$ cat config.mk
export PLATFORM = sky130hd
export DESIGN_NAME = tcpq_ctrl
export DESIGN_NICKNAME = d
export VERILOG_FILES = /design/src/tcpq_pkg.sv /design/src/tcpq_ctrl.sv
export VERILOG_INCLUDE_DIRS = /design/src /design/src/src
export SDC_FILE = /design/constraint.sdc
export NUM_CORES = 1
export LEC_CHECK = 0
export BUFFER_PORTS_ARGS = -buffer_cell sky130_fd_sc_hd__buf_2
export CORE_MARGIN = 8
export CORE_UTILIZATION = 39
export CTS_CLUSTER_DIAMETER = 200
export DETAILED_ROUTE_END_ITERATION = 12
export PLACE_DENSITY = 0.78
export SETUP_SLACK_MARGIN = 0.3
export SLEW_MARGIN = 20
export SYNTH_ARGS = -nofsm -noshare
export SYNTH_HDL_FRONTEND = slang
export SYNTH_SLANG_ARGS = --single-unit
$ cat constraint.sdc
create_clock -name clk -period 1.7 [get_ports clk]
set_clock_uncertainty 0.1 [all_clocks]
set_input_delay 0.255 -clock clk [delete_from_list [all_inputs] [get_ports clk]]
set_output_delay 0.255 -clock clk [all_outputs]
set_load 0.05 [all_outputs]
$ cat src/two_class_priority_admission_queue_assert.svh
// Assertion macros used by the admission queue controller.
`ifndef TWO_CLASS_PRIORITY_ADMISSION_QUEUE_ASSERT_SVH
`define TWO_CLASS_PRIORITY_ADMISSION_QUEUE_ASSERT_SVH
// Implication checked at every clock edge outside reset.
`define TCPQ_ASSERT_IMPL(label, ante, cons) \
  label: assert property (@(posedge clk) disable iff (rst) (ante) |-> (cons)) \
    else $error("assertion failed");
// Implication checked in the cycle after the antecedent.
`define TCPQ_ASSERT_NEXT(label, ante, cons) \
  label: assert property (@(posedge clk) disable iff (rst) (ante) |=> (cons)) \
    else $error("assertion failed");
`endif

$ cat src/tcpq_pkg.sv
// Package with shared types and constants of the admission queue.
package tcpq_pkg;
  localparam int DEF_CAPACITY = 64;
  localparam logic [3:0] THRESH_RESET = 4'd7;

  typedef enum logic [1:0] {
    K_ADD = 2'd0, K_SERVE = 2'd1, K_SEARCH = 2'd2, K_NONE = 2'd3
  } kind_t;

  localparam logic [2:0] ST_ADDED = 3'd0;
  localparam logic [2:0] ST_DUP = 3'd1;
  localparam logic [2:0] ST_FULL = 3'd2;
  localparam logic [2:0] ST_SERVED = 3'd3;
  localparam logic [2:0] ST_EMPTY = 3'd4;
  localparam logic [2:0] ST_FOUND = 3'd5;
  localparam logic [2:0] ST_NOTFOUND = 3'd6;

  typedef enum logic [3:0] {
    OP_IDLE, OP_LATCH, OP_SCAN, OP_ADD, OP_HPUSH, OP_FPUSH, OP_HPOP, OP_FPOP,
    OP_FIND_SERVED, OP_REMOVE, OP_RES_SEARCH, OP_RES_EMPTY, OP_RES_NONE
  } op_t;

  typedef struct packed {
    logic scan_done;
    logic sift_done;
    logic match;
    logic free_found;
    logic full;
    logic heap_empty;
    logic fifo_empty;
    logic is_crit;
  } status_t;
endpackage

$ cat src/tcpq_ctrl.sv
// Controller state machine sequencing one operation at a time.
module tcpq_ctrl import tcpq_pkg::*; (
  input  logic    clk,
  input  logic    rst,
  input  logic    in_fire,
  input  kind_t   in_kind,
  input  logic    out_busy,
  input  logic    out_fire,
  input  status_t stat,
  output op_t     op,
  output logic    in_rdy,
  output logic    res_valid
);
  typedef enum logic [3:0] {
    S_IDLE, S_SCAN, S_DECIDE, S_ADD, S_SIFT, S_SERVE, S_SSCAN, S_REMOVE,
    S_RESULT, S_HOLD
  } state_t;
  state_t state;
  kind_t kind_q;

  always_comb begin
    op = OP_IDLE;
    case (state)
      S_IDLE: if (in_fire) op = (in_kind == K_SERVE) ?
          (!stat.heap_empty ? OP_HPOP : (!stat.fifo_empty ? OP_FPOP : OP_RES_EMPTY)) :
          (in_kind == K_NONE) ? OP_RES_NONE : OP_LATCH;
      S_SCAN, S_SSCAN: op = OP_SCAN;
      S_DECIDE: op = (kind_q == K_SEARCH) ? OP_RES_SEARCH :
          ((stat.match || !stat.free_found || stat.full) ? OP_FPUSH : OP_ADD);
      S_SIFT: op = stat.sift_done ? OP_IDLE : OP_HPUSH;
      S_SERVE: op = OP_FIND_SERVED;
      S_REMOVE: op = OP_REMOVE;
      default: op = OP_IDLE;
    endcase
  end

  assign in_rdy = (state == S_IDLE) && !out_busy;

  always_ff @(posedge clk) begin
    if (rst) begin
      state <= S_IDLE;
      res_valid <= 1'b0;
      kind_q <= K_ADD;
    end else begin
      if (out_fire) res_valid <= 1'b0;
      case (state)
        S_IDLE: if (in_fire) begin
          kind_q <= in_kind;
          if (in_kind == K_SERVE)
            state <= (!stat.heap_empty) ? S_SIFT : (!stat.fifo_empty ? S_SERVE : S_HOLD);
          else if (in_kind == K_NONE) state <= S_HOLD;
          else state <= S_SCAN;
        end
        S_SCAN: if (stat.scan_done) state <= S_DECIDE;
        S_DECIDE: state <= (op == OP_ADD) ? S_SIFT : S_HOLD;
        S_SIFT: if (stat.sift_done) state <= (kind_q == K_SERVE) ? S_SERVE : S_HOLD;
        S_SERVE: state <= S_SSCAN;
        S_SSCAN: if (stat.scan_done) state <= S_REMOVE;
        S_REMOVE: state <= S_HOLD;
        S_HOLD: begin
          res_valid <= 1'b1;
          state <= S_IDLE;
        end
        default: state <= S_IDLE;
      endcase
    end
  end

  `include "two_class_priority_admission_queue_assert.svh"
  `TCPQ_ASSERT_IMPL(a_no_accept_busy, in_fire, state == S_IDLE && !res_valid)
  `TCPQ_ASSERT_NEXT(a_hold_sets_valid, state == S_HOLD, res_valid)
  `TCPQ_ASSERT_IMPL(a_valid_idle, res_valid, state == S_IDLE)
endmodule

==> results.md <==
- Yosys top cell area share: 22.0%
- PwrDens: 1590 mW/mm^2
- Final period utilization: 109%
- Crit start category: flip-flop
- Hpwl dp: 1630 um
- Cell area after synthesis: 636 um^2
- Sequential cell area fraction in the yosys report: 22.0%
- Total power: 1.76 mW
- CP Max Fanout: 8
- GRT Total Usage: 15.4%
- Post-route DRC: 0
- Final nets: 152
- Highest routed layer: met4
- Max-slew headroom: 82.6%
- Post-DR vias/cell: 5.80
- Core area: 0.00152 mm^2
- Height of the die: 56.4 um
- Initial antenna violation count: 0
- Peak VDD IR: 0.00111 V
- CTS root buffer: clkbuf_4
- Cell taking the most area after synthesis: dfxtp_1
- Max-slew violations: 0
- Fin util: 72.4%
- Final Hold Fails: 0
- Share of cells above drive strength 1: 55.9%
- Area grow syn2layout: 73.6%
- Drt pass-1 iters: 4
- Syn. warnings: 0
- CTS buffer count: 3
- DR vias: 882
- Worst Tran Pin Value: 0.259 ns
- Clk sinks: 7
- RSZ-0062 raised after global routing: yes
- Crit path time final: 1.85 ns
- Total of max-cap violations: 0
- Hold Crit Class: in2reg
- Top post-synthesis cells by area: dfxtp_1 (22%), a21oi_1 (5.5%), nor2_1 (5.3%)
- Final setup TNS: -0.648 ns
- Top_reg_cell synth: dfxtp_1
- IO buf count: 19
- Avg Cell Area, Syn: 7.31 um^2
- Clk pin slew, worst setup/hold paths: 0.05 ns
- Htree depth: 1
- Tightest hold margin: 0.197 ns
- Flops & latches, synth: 7
- Clk Latency, worst-skew pair: 0.25 ns
- Post-Synthesis Net Count: 102
- Die Area: 0.00318 mm^2
- Met3 wire len: 215 um
- Number of synthesized flops with an enable pin: 0
- Metal-1 WL: 994 um
- Die X: 56.4 um
- Largest net degree at the start of global routing: 9
- Most frequent cell after synthesis: nor2_1
- DR iter-0 viols: 27
- CP Data Arrival Time: 1.50 ns
- Num ports: 21
- Placed instance count: 136
- Hold_buf cts: 0
- CP required: 1.34 ns
- Count of unique library cells instantiated by Yosys: 41
- TritonCTS clock tree: yes
- Status: complete, but fails checks
- Kind of critical path: reg2out
- Post-route ant nets: 0
- Number of global-route vias before repair: 935
- Worst Slack Setup Final: -0.153 ns
- Post-synth top cells: nor2_1 (9), a21oi_1 (7), dfxtp_1 (7)
- Placer congestion estimate: 0.913
- Finished Cell Area: 0.00110 mm^2
- Starting Density: 41.7%
- Total gr overflow: 0
- WL/cell: 17.0 um
- Site Rows: 14
- Post-Syn Instances: 87
- Max Clk Rate: 540 MHz
- Setup violations, final: 9
- N_diodes: 0
- Violations in the final reports: setup timing
- Placed Area: 882 um^2
- Asr flop ratio synth: 0%
- First-pass GRT wire length: 4080 um
- Final WL: 2590 um
- Leak: 0.497 nW
- Final std cells w/o fill: 152
- Met2 WL post-DR: 1310 um
- Dpl ws: -0.0770 ns
- CP Capture Type: output pin
- Clock Tree Buf Depth: 2
==> kinds of logic after synthesis <==
| kind of cell | Yosys count | synth area share, % |
|---|---|---|
| simple gates | 43 | 39.2 |
| compound gates | 26 | 26.0 |
| buf+inv | 8 | 8.27 |
| flops | 7 | 22.0 |
| mux | 2 | 3.15 |
| xor+xnor | 1 | 1.38 |
==> registers in the layout, indices dropped and copies added (netlist names) <==
signal	count
kind_q	2
res_valid	1
state	4
==> layout by cell type, fill, tap and decap left out, drive strengths merged, types with 2 or more instances in the layout <==
cell and count:
a21oi 8, buf 50, clkbuf 4, dfxtp 7, inv 3, mux2i 2, nand2 5, nand2b 2
nand3 4, nand3b 4, nand4 2, nor2 11, nor2b 3, nor3 3, o211ai 2, o21a 2
o21ai 6, or2 3
==> worst max-delay path, cell delays in order (launching register included) <==
cell,delay [ns]
dfxtp_4,0.40
nor2_4,0.06
buf_6,0.11
and3_4,0.18
a32oi_2,0.22
inv_1,0.10
buf_6,0.16
==> area by class of cell <==
cell class,instances,area (um^2)
flip-flops and latches,7,156
well taps,16,20.0
clock buffers,4,26.3
fillers,91,420
inverters,3,11.3
repair buffers,50,378
multi-input cells,72,512
==> final timing paths <==
| kind | from | endpoint | slack, ns | cells after the start |
|---|---|---|---|---|
| worst min-delay path | rst | kind_q[0] | 0.20 | 2 |
| worst max register to register | state[2] | state[3] | -0.08 | 7 |
| worst min register to register | res_valid | res_valid | 0.40 | 2 |
| worst max-delay path | state[2] | op[0] | -0.15 | 6 |
==> repair_timing <==
action                                  CTS  global route
endpoints found under the setup margin   10            10
gates cloned                              0             0
setup buffers                             9             3
gates resized for setup                  25             7
pin swaps                                10             3
==> power by group <==
part	internal [mW]	switching [mW]	total (mW)
sequential	0.221	0.0718	0.293
combinational	0.651	0.668	1.32
clock	0.0894	0.0588	0.148
==> layer usage <==
layer	vias up	track usage (%)
met1	401	15.1
met3	14	5.17
met5	-	0
met2	52	28.5
met4	0	6.53
li1	415	-
Power figures use the tool's default switching activity.
